<file path="src/design/line_clipper_outcode_macros.svh">
// Assertion helpers shared by the clipper RTL.
`ifndef LINE_CLIPPER_OUTCODE_MACROS_SVH
`define LINE_CLIPPER_OUTCODE_MACROS_SVH

// Same-cycle implication, masked while reset is asserted.
`define LCO_ASSERT_IMP(lbl, clk, rst_n, ante, cons, msg) \
  lbl: assert property (@(posedge clk) disable iff (!rst_n) (ante) |-> (cons)) \
    else $error(msg);

// Next-cycle implication, masked while reset is asserted.
`define LCO_ASSERT_NXT(lbl, clk, rst_n, ante, cons, msg) \
  lbl: assert property (@(posedge clk) disable iff (!rst_n) (ante) |=> (cons)) \
    else $error(msg);

`endif

</file>
<file path="src/design/lco_pkg.sv">
`default_nettype none

package lco_pkg;

  // Default coordinate width (two's complement)
  localparam int COORD_WIDTH_DEF = 16;

  // Clipping rounds before an undecided segment is dropped
  localparam int ROUND_LIMIT = 8;

  // Window reset values
  localparam int WIN_MIN_RESET = 0;
  localparam int WIN_MAX_RESET = 1023;

  // Region outcode bits
  localparam logic [3:0] CODE_TOP    = 4'h1;
  localparam logic [3:0] CODE_BOTTOM = 4'h2;
  localparam logic [3:0] CODE_RIGHT  = 4'h4;
  localparam logic [3:0] CODE_LEFT   = 4'h8;

  // Window register indexes
  typedef enum logic [1:0] {
    REG_X_MIN = 2'd0,
    REG_Y_MIN = 2'd1,
    REG_X_MAX = 2'd2,
    REG_Y_MAX = 2'd3
  } cfg_idx_e;

  // Divider status towards the sequencer
  typedef struct packed {
    logic busy;
    logic done;
  } lco_div_sts_t;

endpackage

`default_nettype wire

</file>
<file path="src/design/line_clipper_outcode.sv">
// Cohen-Sutherland segment clipper. One request carries two signed
// endpoints; the response gives the accepted flag and the clipped endpoints
// (or the original ones when the segment is rejected). A request runs
// through R clipping rounds (0 to 4 for an ordinary window, at most 8), and
// each round uses the shared restoring divider, which produces one quotient
// bit per cycle over a 2*COORD_WIDTH+2 bit dividend. The input is stalled
// from acceptance until the response has been taken, and the next request
// can be accepted in the cycle after that. Window registers are written
// through the configuration port; the user must write them only while the
// block is idle, which the block itself does not enforce. Index 0..3
// selects x_min, y_min, x_max, y_max.
`default_nettype none

`include "line_clipper_outcode_macros.svh"

module line_clipper_outcode
  import lco_pkg::*;
#(
  parameter int COORD_WIDTH = COORD_WIDTH_DEF
) (
  input  wire logic                          clk_i,
  input  wire logic                          rst_ni,
  // configuration writes
  input  wire logic                          cfg_valid_i,
  output logic                               cfg_ready_o,
  input  wire logic [1:0]                    cfg_index_i,
  input  wire logic signed [COORD_WIDTH-1:0] cfg_data_i,
  // segment requests
  input  wire logic                          in_valid_i,
  output logic                               in_stall_o,
  input  wire logic signed [COORD_WIDTH-1:0] start_x_i,
  input  wire logic signed [COORD_WIDTH-1:0] start_y_i,
  input  wire logic signed [COORD_WIDTH-1:0] end_x_i,
  input  wire logic signed [COORD_WIDTH-1:0] end_y_i,
  // clipped responses
  output logic                               out_valid_o,
  input  wire logic                          out_stall_i,
  output logic                               accepted_o,
  output logic signed [COORD_WIDTH-1:0]      clipped_start_x_o,
  output logic signed [COORD_WIDTH-1:0]      clipped_start_y_o,
  output logic signed [COORD_WIDTH-1:0]      clipped_end_x_o,
  output logic signed [COORD_WIDTH-1:0]      clipped_end_y_o
);

  localparam int CW    = COORD_WIDTH;
  localparam int DW    = CW + 1;
  localparam int PW    = 2 * DW;
  localparam int RndW  = $clog2(ROUND_LIMIT + 1);

  typedef enum logic [5:0] {
    S_IDLE   = 6'b000001,
    S_DECIDE = 6'b000010,
    S_MUL    = 6'b000100,
    S_START  = 6'b001000,
    S_DIV    = 6'b010000,
    S_OUT    = 6'b100000
  } state_e;

  state_e state_q, state_d;

  logic signed [CW-1:0] win_x_min_q, win_y_min_q, win_x_max_q, win_y_max_q;

  // working endpoints and originals
  logic signed [CW-1:0] x0_q, y0_q, x1_q, y1_q;
  logic signed [CW-1:0] x0_d, y0_d, x1_d, y1_d;
  logic signed [CW-1:0] ox0_q, oy0_q, ox1_q, oy1_q;
  logic                 acc_q, acc_d;
  logic [RndW-1:0]      round_q, round_d;

  // operands of the current round
  logic signed [DW-1:0] diff_ba_q, diff_ba_d;
  logic signed [DW-1:0] diff_ec_q, diff_ec_d;
  logic signed [DW-1:0] den_q, den_d;
  logic signed [CW-1:0] base_q, base_d;
  logic signed [CW-1:0] edge_q, edge_d;
  logic                 interp_x_q, interp_x_d;
  logic                 move0_q, move0_d;
  logic signed [PW-1:0] prod_q, prod_d;

  logic [3:0]           code0, code1, sel;
  logic signed [CW-1:0] op_a, op_b, op_c, op_d, op_e;
  logic signed [CW-1:0] new_coord;

  lco_div_sts_t         div_sts;
  logic                 div_start;
  logic signed [PW-1:0] div_quot;

  // outcode of one point against the current window
  function automatic logic [3:0] region(input logic signed [CW-1:0] x,
                                        input logic signed [CW-1:0] y);
    logic [3:0] c;
    c = '0;
    if (y > win_y_max_q) begin
      c = c | CODE_TOP;
    end else if (y < win_y_min_q) begin
      c = c | CODE_BOTTOM;
    end
    if (x > win_x_max_q) begin
      c = c | CODE_RIGHT;
    end else if (x < win_x_min_q) begin
      c = c | CODE_LEFT;
    end
    return c;
  endfunction

  // window registers
  assign cfg_ready_o = 1'b1;

  always_ff @(posedge clk_i or negedge rst_ni) begin
    if (!rst_ni) begin
      win_x_min_q <= CW'(WIN_MIN_RESET);
      win_y_min_q <= CW'(WIN_MIN_RESET);
      win_x_max_q <= CW'(WIN_MAX_RESET);
      win_y_max_q <= CW'(WIN_MAX_RESET);
    end else if (cfg_valid_i && cfg_ready_o) begin
      unique case (cfg_idx_e'(cfg_index_i))
        REG_X_MIN: win_x_min_q <= cfg_data_i;
        REG_Y_MIN: win_y_min_q <= cfg_data_i;
        REG_X_MAX: win_x_max_q <= cfg_data_i;
        REG_Y_MAX: win_y_max_q <= cfg_data_i;
        default: ;
      endcase
    end
  end

  // outcodes and edge choice, top/bottom/right/left priority
  assign code0 = region(x0_q, y0_q);
  assign code1 = region(x1_q, y1_q);
  assign sel   = (code0 != '0) ? code0 : code1;

  always_comb begin
    interp_x_d = 1'b1;
    op_a = x0_q;
    op_b = x1_q;
    op_c = y0_q;
    op_d = y1_q;
    op_e = win_y_max_q;
    if ((sel & CODE_TOP) != '0) begin
      op_e = win_y_max_q;
    end else if ((sel & CODE_BOTTOM) != '0) begin
      op_e = win_y_min_q;
    end else begin
      interp_x_d = 1'b0;
      op_a = y0_q;
      op_b = y1_q;
      op_c = x0_q;
      op_d = x1_q;
      op_e = ((sel & CODE_RIGHT) != '0) ? win_x_max_q : win_x_min_q;
    end
  end

  assign diff_ba_d = DW'(op_b) - DW'(op_a);
  assign diff_ec_d = DW'(op_e) - DW'(op_c);
  assign den_d     = DW'(op_d) - DW'(op_c);
  assign base_d    = op_a;
  assign edge_d    = op_e;
  assign move0_d   = (code0 != '0);

  // single multiplier, registered ahead of the divider
  assign prod_d = diff_ba_q * diff_ec_q;

  assign div_start = (state_q == S_START);

  lco_div #(
    .NUM_W(PW),
    .DEN_W(DW)
  ) u_div (
    .clk_i  (clk_i),
    .rst_ni (rst_ni),
    .start_i(div_start),
    .num_i  (prod_q),
    .den_i  (den_q),
    .sts_o  (div_sts),
    .quot_o (div_quot)
  );

  // only the low bits of the interpolated point are kept
  assign new_coord = base_q + div_quot[CW-1:0];

  // sequencer
  always_comb begin
    state_d = state_q;
    x0_d    = x0_q;
    y0_d    = y0_q;
    x1_d    = x1_q;
    y1_d    = y1_q;
    acc_d   = acc_q;
    round_d = round_q;
    unique case (state_q)
      S_IDLE: begin
        if (in_valid_i) begin
          x0_d    = start_x_i;
          y0_d    = start_y_i;
          x1_d    = end_x_i;
          y1_d    = end_y_i;
          round_d = '0;
          state_d = S_DECIDE;
        end
      end
      S_DECIDE: begin
        if (code0 == '0 && code1 == '0) begin
          acc_d   = 1'b1;
          state_d = S_OUT;
        end else if ((code0 & code1) != '0 || round_q == RndW'(ROUND_LIMIT)) begin
          // rejected: hand back the request unchanged
          acc_d   = 1'b0;
          x0_d    = ox0_q;
          y0_d    = oy0_q;
          x1_d    = ox1_q;
          y1_d    = oy1_q;
          state_d = S_OUT;
        end else begin
          state_d = S_MUL;
        end
      end
      S_MUL: begin
        state_d = S_START;
      end
      S_START: begin
        state_d = S_DIV;
      end
      S_DIV: begin
        if (div_sts.done) begin
          if (move0_q) begin
            x0_d = interp_x_q ? new_coord : edge_q;
            y0_d = interp_x_q ? edge_q : new_coord;
          end else begin
            x1_d = interp_x_q ? new_coord : edge_q;
            y1_d = interp_x_q ? edge_q : new_coord;
          end
          round_d = round_q + RndW'(1);
          state_d = S_DECIDE;
        end
      end
      S_OUT: begin
        if (!out_stall_i) begin
          state_d = S_IDLE;
        end
      end
      default: state_d = S_IDLE;
    endcase
  end

  always_ff @(posedge clk_i or negedge rst_ni) begin
    if (!rst_ni) begin
      state_q <= S_IDLE;
      round_q <= '0;
    end else begin
      state_q <= state_d;
      round_q <= round_d;
    end
  end

  // datapath, no reset
  always_ff @(posedge clk_i) begin
    x0_q  <= x0_d;
    y0_q  <= y0_d;
    x1_q  <= x1_d;
    y1_q  <= y1_d;
    acc_q <= acc_d;
    if (state_q == S_IDLE) begin
      ox0_q <= start_x_i;
      oy0_q <= start_y_i;
      ox1_q <= end_x_i;
      oy1_q <= end_y_i;
    end
    if (state_q == S_DECIDE) begin
      diff_ba_q  <= diff_ba_d;
      diff_ec_q  <= diff_ec_d;
      den_q      <= den_d;
      base_q     <= base_d;
      edge_q     <= edge_d;
      interp_x_q <= interp_x_d;
      move0_q    <= move0_d;
    end
    if (state_q == S_MUL) begin
      prod_q <= prod_d;
    end
  end

  // handshake and response
  assign in_stall_o        = (state_q != S_IDLE);
  assign out_valid_o       = (state_q == S_OUT);
  assign accepted_o        = acc_q;
  assign clipped_start_x_o = x0_q;
  assign clipped_start_y_o = y0_q;
  assign clipped_end_x_o   = x1_q;
  assign clipped_end_y_o   = y1_q;

  `LCO_ASSERT_NXT(a_req_no_early_rsp, clk_i, rst_ni, in_valid_i && !in_stall_o, !out_valid_o,
                  "response in the cycle after a request")
  `LCO_ASSERT_IMP(a_done_in_div, clk_i, rst_ni, div_sts.done, state_q == S_DIV,
                  "divider finished outside the divide state")
  `LCO_ASSERT_IMP(a_div_active, clk_i, rst_ni, state_q == S_DIV, div_sts.busy || div_sts.done,
                  "waiting on an idle divider")
  `LCO_ASSERT_IMP(a_round_bound, clk_i, rst_ni, 1'b1, round_q <= RndW'(ROUND_LIMIT),
                  "round counter past its limit")

endmodule

`default_nettype wire

</file>
<file path="src/design/lco_div.sv">
`default_nettype none

`include "line_clipper_outcode_macros.svh"

// Radix-2 restoring divider, signed, quotient truncated toward zero.
// One quotient bit per cycle; a zero divisor yields a zero quotient.
module lco_div
  import lco_pkg::*;
#(
  parameter int NUM_W = 2 * COORD_WIDTH_DEF + 2,
  parameter int DEN_W = COORD_WIDTH_DEF + 1
) (
  input  wire logic                    clk_i,
  input  wire logic                    rst_ni,
  input  wire logic                    start_i,
  input  wire logic signed [NUM_W-1:0] num_i,
  input  wire logic signed [DEN_W-1:0] den_i,
  output lco_div_sts_t                 sts_o,
  output logic signed [NUM_W-1:0]      quot_o
);

  localparam int CntW = $clog2(NUM_W + 1);

  logic             busy_q, busy_d;
  logic             done_q, done_d;
  logic [CntW-1:0]  cnt_q, cnt_d;
  logic [DEN_W-1:0] rem_q, rem_d;
  logic [NUM_W-1:0] qm_q, qm_d;
  logic [DEN_W-1:0] dm_q, dm_d;
  logic             neg_q, neg_d;
  logic             dz_q, dz_d;
  logic signed [NUM_W-1:0] quot_q, quot_d;

  logic [DEN_W:0]   trial;
  logic             fits;

  // one trial subtraction per cycle
  assign trial = {rem_q, qm_q[NUM_W-1]};
  assign fits  = trial >= {1'b0, dm_q};

  always_comb begin
    busy_d = busy_q;
    done_d = 1'b0;
    cnt_d  = cnt_q;
    rem_d  = rem_q;
    qm_d   = qm_q;
    dm_d   = dm_q;
    neg_d  = neg_q;
    dz_d   = dz_q;
    quot_d = quot_q;
    if (start_i) begin
      busy_d = 1'b1;
      cnt_d  = CntW'(NUM_W);
      rem_d  = '0;
      qm_d   = num_i[NUM_W-1] ? NUM_W'(-num_i) : NUM_W'(num_i);
      dm_d   = den_i[DEN_W-1] ? DEN_W'(-den_i) : DEN_W'(den_i);
      neg_d  = num_i[NUM_W-1] ^ den_i[DEN_W-1];
      dz_d   = (den_i == '0);
    end else if (busy_q) begin
      if (fits) begin
        rem_d = DEN_W'(trial - {1'b0, dm_q});
        qm_d  = {qm_q[NUM_W-2:0], 1'b1};
      end else begin
        rem_d = trial[DEN_W-1:0];
        qm_d  = {qm_q[NUM_W-2:0], 1'b0};
      end
      cnt_d = cnt_q - CntW'(1);
      if (cnt_q == CntW'(1)) begin
        busy_d = 1'b0;
        done_d = 1'b1;
        // restore the sign of the truncated quotient
        if (dz_q) begin
          quot_d = '0;
        end else if (neg_q) begin
          quot_d = -$signed(qm_d);
        end else begin
          quot_d = $signed(qm_d);
        end
      end
    end
  end

  always_ff @(posedge clk_i or negedge rst_ni) begin
    if (!rst_ni) begin
      busy_q <= 1'b0;
      done_q <= 1'b0;
      cnt_q  <= '0;
    end else begin
      busy_q <= busy_d;
      done_q <= done_d;
      cnt_q  <= cnt_d;
    end
  end

  // datapath, no reset
  always_ff @(posedge clk_i) begin
    rem_q  <= rem_d;
    qm_q   <= qm_d;
    dm_q   <= dm_d;
    neg_q  <= neg_d;
    dz_q   <= dz_d;
    quot_q <= quot_d;
  end

  assign sts_o.busy = busy_q;
  assign sts_o.done = done_q;
  assign quot_o     = quot_q;

  `LCO_ASSERT_NXT(a_div_start_busy, clk_i, rst_ni, start_i, busy_q, "divider idle after start")
  `LCO_ASSERT_IMP(a_div_done_idle, clk_i, rst_ni, done_q, !busy_q, "done while still busy")
  `LCO_ASSERT_IMP(a_div_zero_den, clk_i, rst_ni, done_q && dz_q, quot_q == '0,
                  "zero divisor gave non-zero quotient")

endmodule

`default_nettype wire

</file>
<file path="config.mk">
export PLATFORM = sky130hd
export DESIGN_NAME = line_clipper_outcode
export DESIGN_NICKNAME = d
export VERILOG_FILES = /design/src/design/lco_pkg.sv /design/src/design/line_clipper_outcode.sv /design/src/design/lco_div.sv
export VERILOG_INCLUDE_DIRS = /design/src /design/src/design
export SDC_FILE = /design/constraint.sdc
export NUM_CORES = 2
export LEC_CHECK = 0
export ABC_AREA = 1
export BUFFER_PORTS_ARGS = -buffer_cell sky130_fd_sc_hd__clkbuf_2
export CAP_MARGIN = 0
export CORE_ASPECT_RATIO = 0.5
export CORE_UTILIZATION = 62
export CTS_BUF_LIST = sky130_fd_sc_hd__clkbuf_8
export DETAILED_ROUTE_END_ITERATION = 16
export PLACE_DENSITY = 0.8
export SLEW_MARGIN = 15
export SYNTH_ARGS = -nofsm -noshare
export SYNTH_HDL_FRONTEND = slang
export SYNTH_SLANG_ARGS = --single-unit
</file>
<file path="constraint.sdc">
create_clock -name clk_i -period 7.6 [get_ports clk_i]
set_input_delay 0.76 -clock clk_i [delete_from_list [all_inputs] [get_ports clk_i]]
set_output_delay 0.76 -clock clk_i [all_outputs]
set_load 0.03 [all_outputs]
</file>
==> metrics.md <==
| Metric | Value |
|---|---|
| Number of nets with antenna violations after routing | `0` |
| Number of global-route vias before repair | `29706` |
| Crit path setup slack, layout | `1090 ps` |
| DP Cell Count | `~5100` |
| Per-cell routed wire length | `roughly 19 um` |
| Most common library cell in the layout ignoring fill and taps | `sky130_fd_sc_hd__nand2_1` |
| Data arrival time of the critical path | `6890 ps` |
| CTS tree | `done` |
| Count of max-cap constraint violations | `0` |
| Wire length of the first global-routing pass | `158 mm` |
| Min-Delay Path Class | `in2async` |
| Adder and majority gate portion of the synthesized area | `26.9%` |
| Vias | `between 20000 and 30000` |
| Worst-skew pair later-pin latency | `slightly below 700 ps` |
| Post-synth EDFFs | `317` |
| Die Footprint | `59400 um2` |
| Total GRT Usage | `around a third` |
| Port-buffer cells | `153` |
| Instance area at placement | `37500 um2` |
| Maximum number of buffers from clock root to sink | `3` |
| Share of the yosys chip area belonging to registers | `33.0%` |
| Proportion of layout cells with a drive suffix above 1 | `7.94%` |
| Post-Syn Nets | `4943` |
| Number of pins exceeding their max-slew limit in the final report | `0` |
| Kind of capture point of the worst setup path | `register` |
| Top fanout value on the critical path | `17` |
| Final setup viols | `0` |
| Average instance area after synthesis | `8.50 um2` |
| Critical path type | `reg2reg` |
| Initial standard-cell utilization of the core | `between 60 and 70%` |
| Antenna violations before repair | `2` |
| H-tree levels | `3` |
| Critical Path RT | `7980 ps` |
| Most frequent cells in the layout | `sky130_fd_sc_hd__nand2_1 (1100), sky130_fd_sc_hd__inv_1 (863), sky130_fd_sc_hd__edfxtp_1 (317)` |
| Fill cell count | `4550` |
| Xor/xnor share of the synthesized area | `3.56%` |
| Synth-to-Final Area Change | `7.62%` |
| Share of the clock period used by the worst path after layout | `85.6%` |
| Final setup skew | `45.5 ps` |
| Finished Cell Area | `39000 um2` |
| Predominant post-synthesis flop cell | `sky130_fd_sc_hd__edfxtp_1` |
| Yosys warning total | `0` |
| Number of top-level design ports | `roughly 160` |
| Count of nets after finishing | `5039` |
| Number of search-and-repair iterations in the first detailed-routing pass | `8` |
| Initial DRC count | `3219` |
| Time the final worst path needs with I/O delays and setup | `about 6500 ps` |
| Gate family responsible for the most delay along the worst path | `adder cells` |
| Hold-fix buffers at CTS | `0` |
| Cell chain of the critical path | `nand2_1, inv_1, fa_1, fa_1, inv_1, fa_1, fa_1, fa_1, fa_1, inv_1, ha_1, nand2_1, nor2_1, nand2_1, nor4_1, nand2_1, o211ai_1, a211oi_1, xor2_1` |
| Post-synthesis mux area share | `0%` |
| Std-Cell Rows | `62` |
| Area of the mapped netlist | `36200 um2` |
| Status | `finished clean` |
| Dpl ws | `1200 ps` |
| Endpoints failing hold | `0` |
| Area inside the core boundary | `57600 um2` |
| Cts bufs inserted | `66` |
| Setup repair after global routing missed its margin | `false` |
| Fmax | `154 MHz` |
| Unique masters post-synth | `57` |
| Overflow after GRT | `0` |
| Type of element launching the critical path | `register` |
| Buffer and inverter count on the worst path | `3` |
| Gates resized, CTS repair | `0` |
| Clk pin slew, worst setup/hold paths | `70 ps` |
| Worst Tran Pin Value | `1180 ps` |
| Number of setup buffers added after CTS | `0` |
| Vias/cell | `5.69` |
| Compound-cell area share of the yosys netlist | `8.88%` |
| Worst slew margin relative to its limit | `a little over a fifth` |
| CTS sink cnt | `approximately 420` |
| Async SR Flop Fraction | `around a fifth` |
| Horizontal die dimension | `344 um` |
| Cell at the slowest stage of the critical path | `sky130_fd_sc_hd__fa_1` |
| Largest stage delay on the critical path | `900 ps` |
| Gate count after technology mapping | `between 4000 and 5000` |
| Root buf cell | `sky130_fd_sc_hd__clkbuf_8` |
| CP most frequent cell | `sky130_fd_sc_hd__fa_1` |
| Remaining DRCs | `0` |
| Fraction of the mapped netlist area in simple logic gates | `17.1%` |
| Last weighted congestion value of the routability-driven placer | `1.00` |
| Maximum number of pins on one net before global-route repair | `around 150` |
| Final std cells w/o fill | `5175` |
| Dominant combinational cell family by area after synthesis | `adder cells` |
| Final-layout setup total negative slack | `0 ps` |
| Yosys reg bits | `416` |
| Detailed placer's ending HPWL | `~78 mm` |
| Die Y-Extent | `about 170 um` |
| Wirelength, routed | `just under 100 mm` |
-- cell usage after synthesis (32+ instances only) --
library cell / n / area share, %
sky130_fd_sc_hd__dfrtp_1: 61 / 4.2
sky130_fd_sc_hd__nand3_1: 155 / 2.1
sky130_fd_sc_hd__clkbuf_1: 110 / 1.1
sky130_fd_sc_hd__o21ai_0: 201 / 2.8
sky130_fd_sc_hd__inv_1: 849 / 8.8
sky130_fd_sc_hd__edfxtp_1: 317 / 26
sky130_fd_sc_hd__xnor2_1: 53 / 1.3
sky130_fd_sc_hd__nor2_1: 174 / 1.8
sky130_fd_sc_hd__nor3_1: 34 / 0.47
sky130_fd_sc_hd__nand2_1: 1100 / 11
sky130_fd_sc_hd__a21oi_1: 207 / 2.9
sky130_fd_sc_hd__xor2_1: 94 / 2.3
sky130_fd_sc_hd__ha_1: 297 / 10
sky130_fd_sc_hd__o21ai_1: 32 / 0.44
sky130_fd_sc_hd__fa_1: 301 / 17
-- final cells by class --
class	count	area (um2)	area share (%)
clock inverters	50	500	1.28
well taps	768	961	2.47
flip-flops and latches	416	11900	30.6
clock buffers	70	963	2.47
multi-input cells	2842	20500	52.5
repair buffers	174	938	2.41
inverters	854	3210	8.23
diodes	1	2.50	0.00642
-- routing by layer --
layer / vias up / part of all wire (%) / global-route usage (%)
met5: - / 0.013 / 0
met4: 2 / 5.8 / 18.0
met3: 328 / 9.5 / 6.87
met2: 1505 / 45 / 53.8
met1: 13993 / 40 / 45.9
li1: 13634 / - / -
-- metrics by stage --
step	utilization (%)	hold slack [ps]
finish	67.7	50.9
global route	67.7	66.1
global placement	65.1	457
CTS	67.7	20.6
detailed placement	65.1	466
floorplan	-	445
-- cell families after synthesis --
kind of cell	Yosys count
simple gates	1526
buf+inv	1000
fa+ha+maj	598
compound gates	570
flops	416
xor+xnor	147
other cells	1
-- registers in the layout, summed over array words and instances, names as in the netlist, 17 cells and up --
signal       flops
diff_ba_q       17
den_q           17
u_div.rem_q     17
diff_ec_q       17
u_div.dm_q      17
prod_q          34
u_div.qm_q      34
-- final timing paths --
path | start | to | slack [ps] | cells past startpoint
worst max-delay path | diff_ec_q[2] | prod_q[33] | 1090 | 19
worst min-delay path | rst_ni | u_div.cnt_q[3] | 50 | 1
worst max register to register | diff_ec_q[2] | prod_q[33] | 1090 | 19
worst min register to register | u_div.rem_q[16] | u_div.rem_q[16] | 480 | 2
max in group asynchronous | rst_ni | win_x_min_q[3] | 6460 | 2
min in group clk_i | end_y_i[12] | oy1_q[12] | 270 | 1
Power is not shown: default switching activity piles up to over one toggle a cycle in this logic, so the estimate is an artifact.
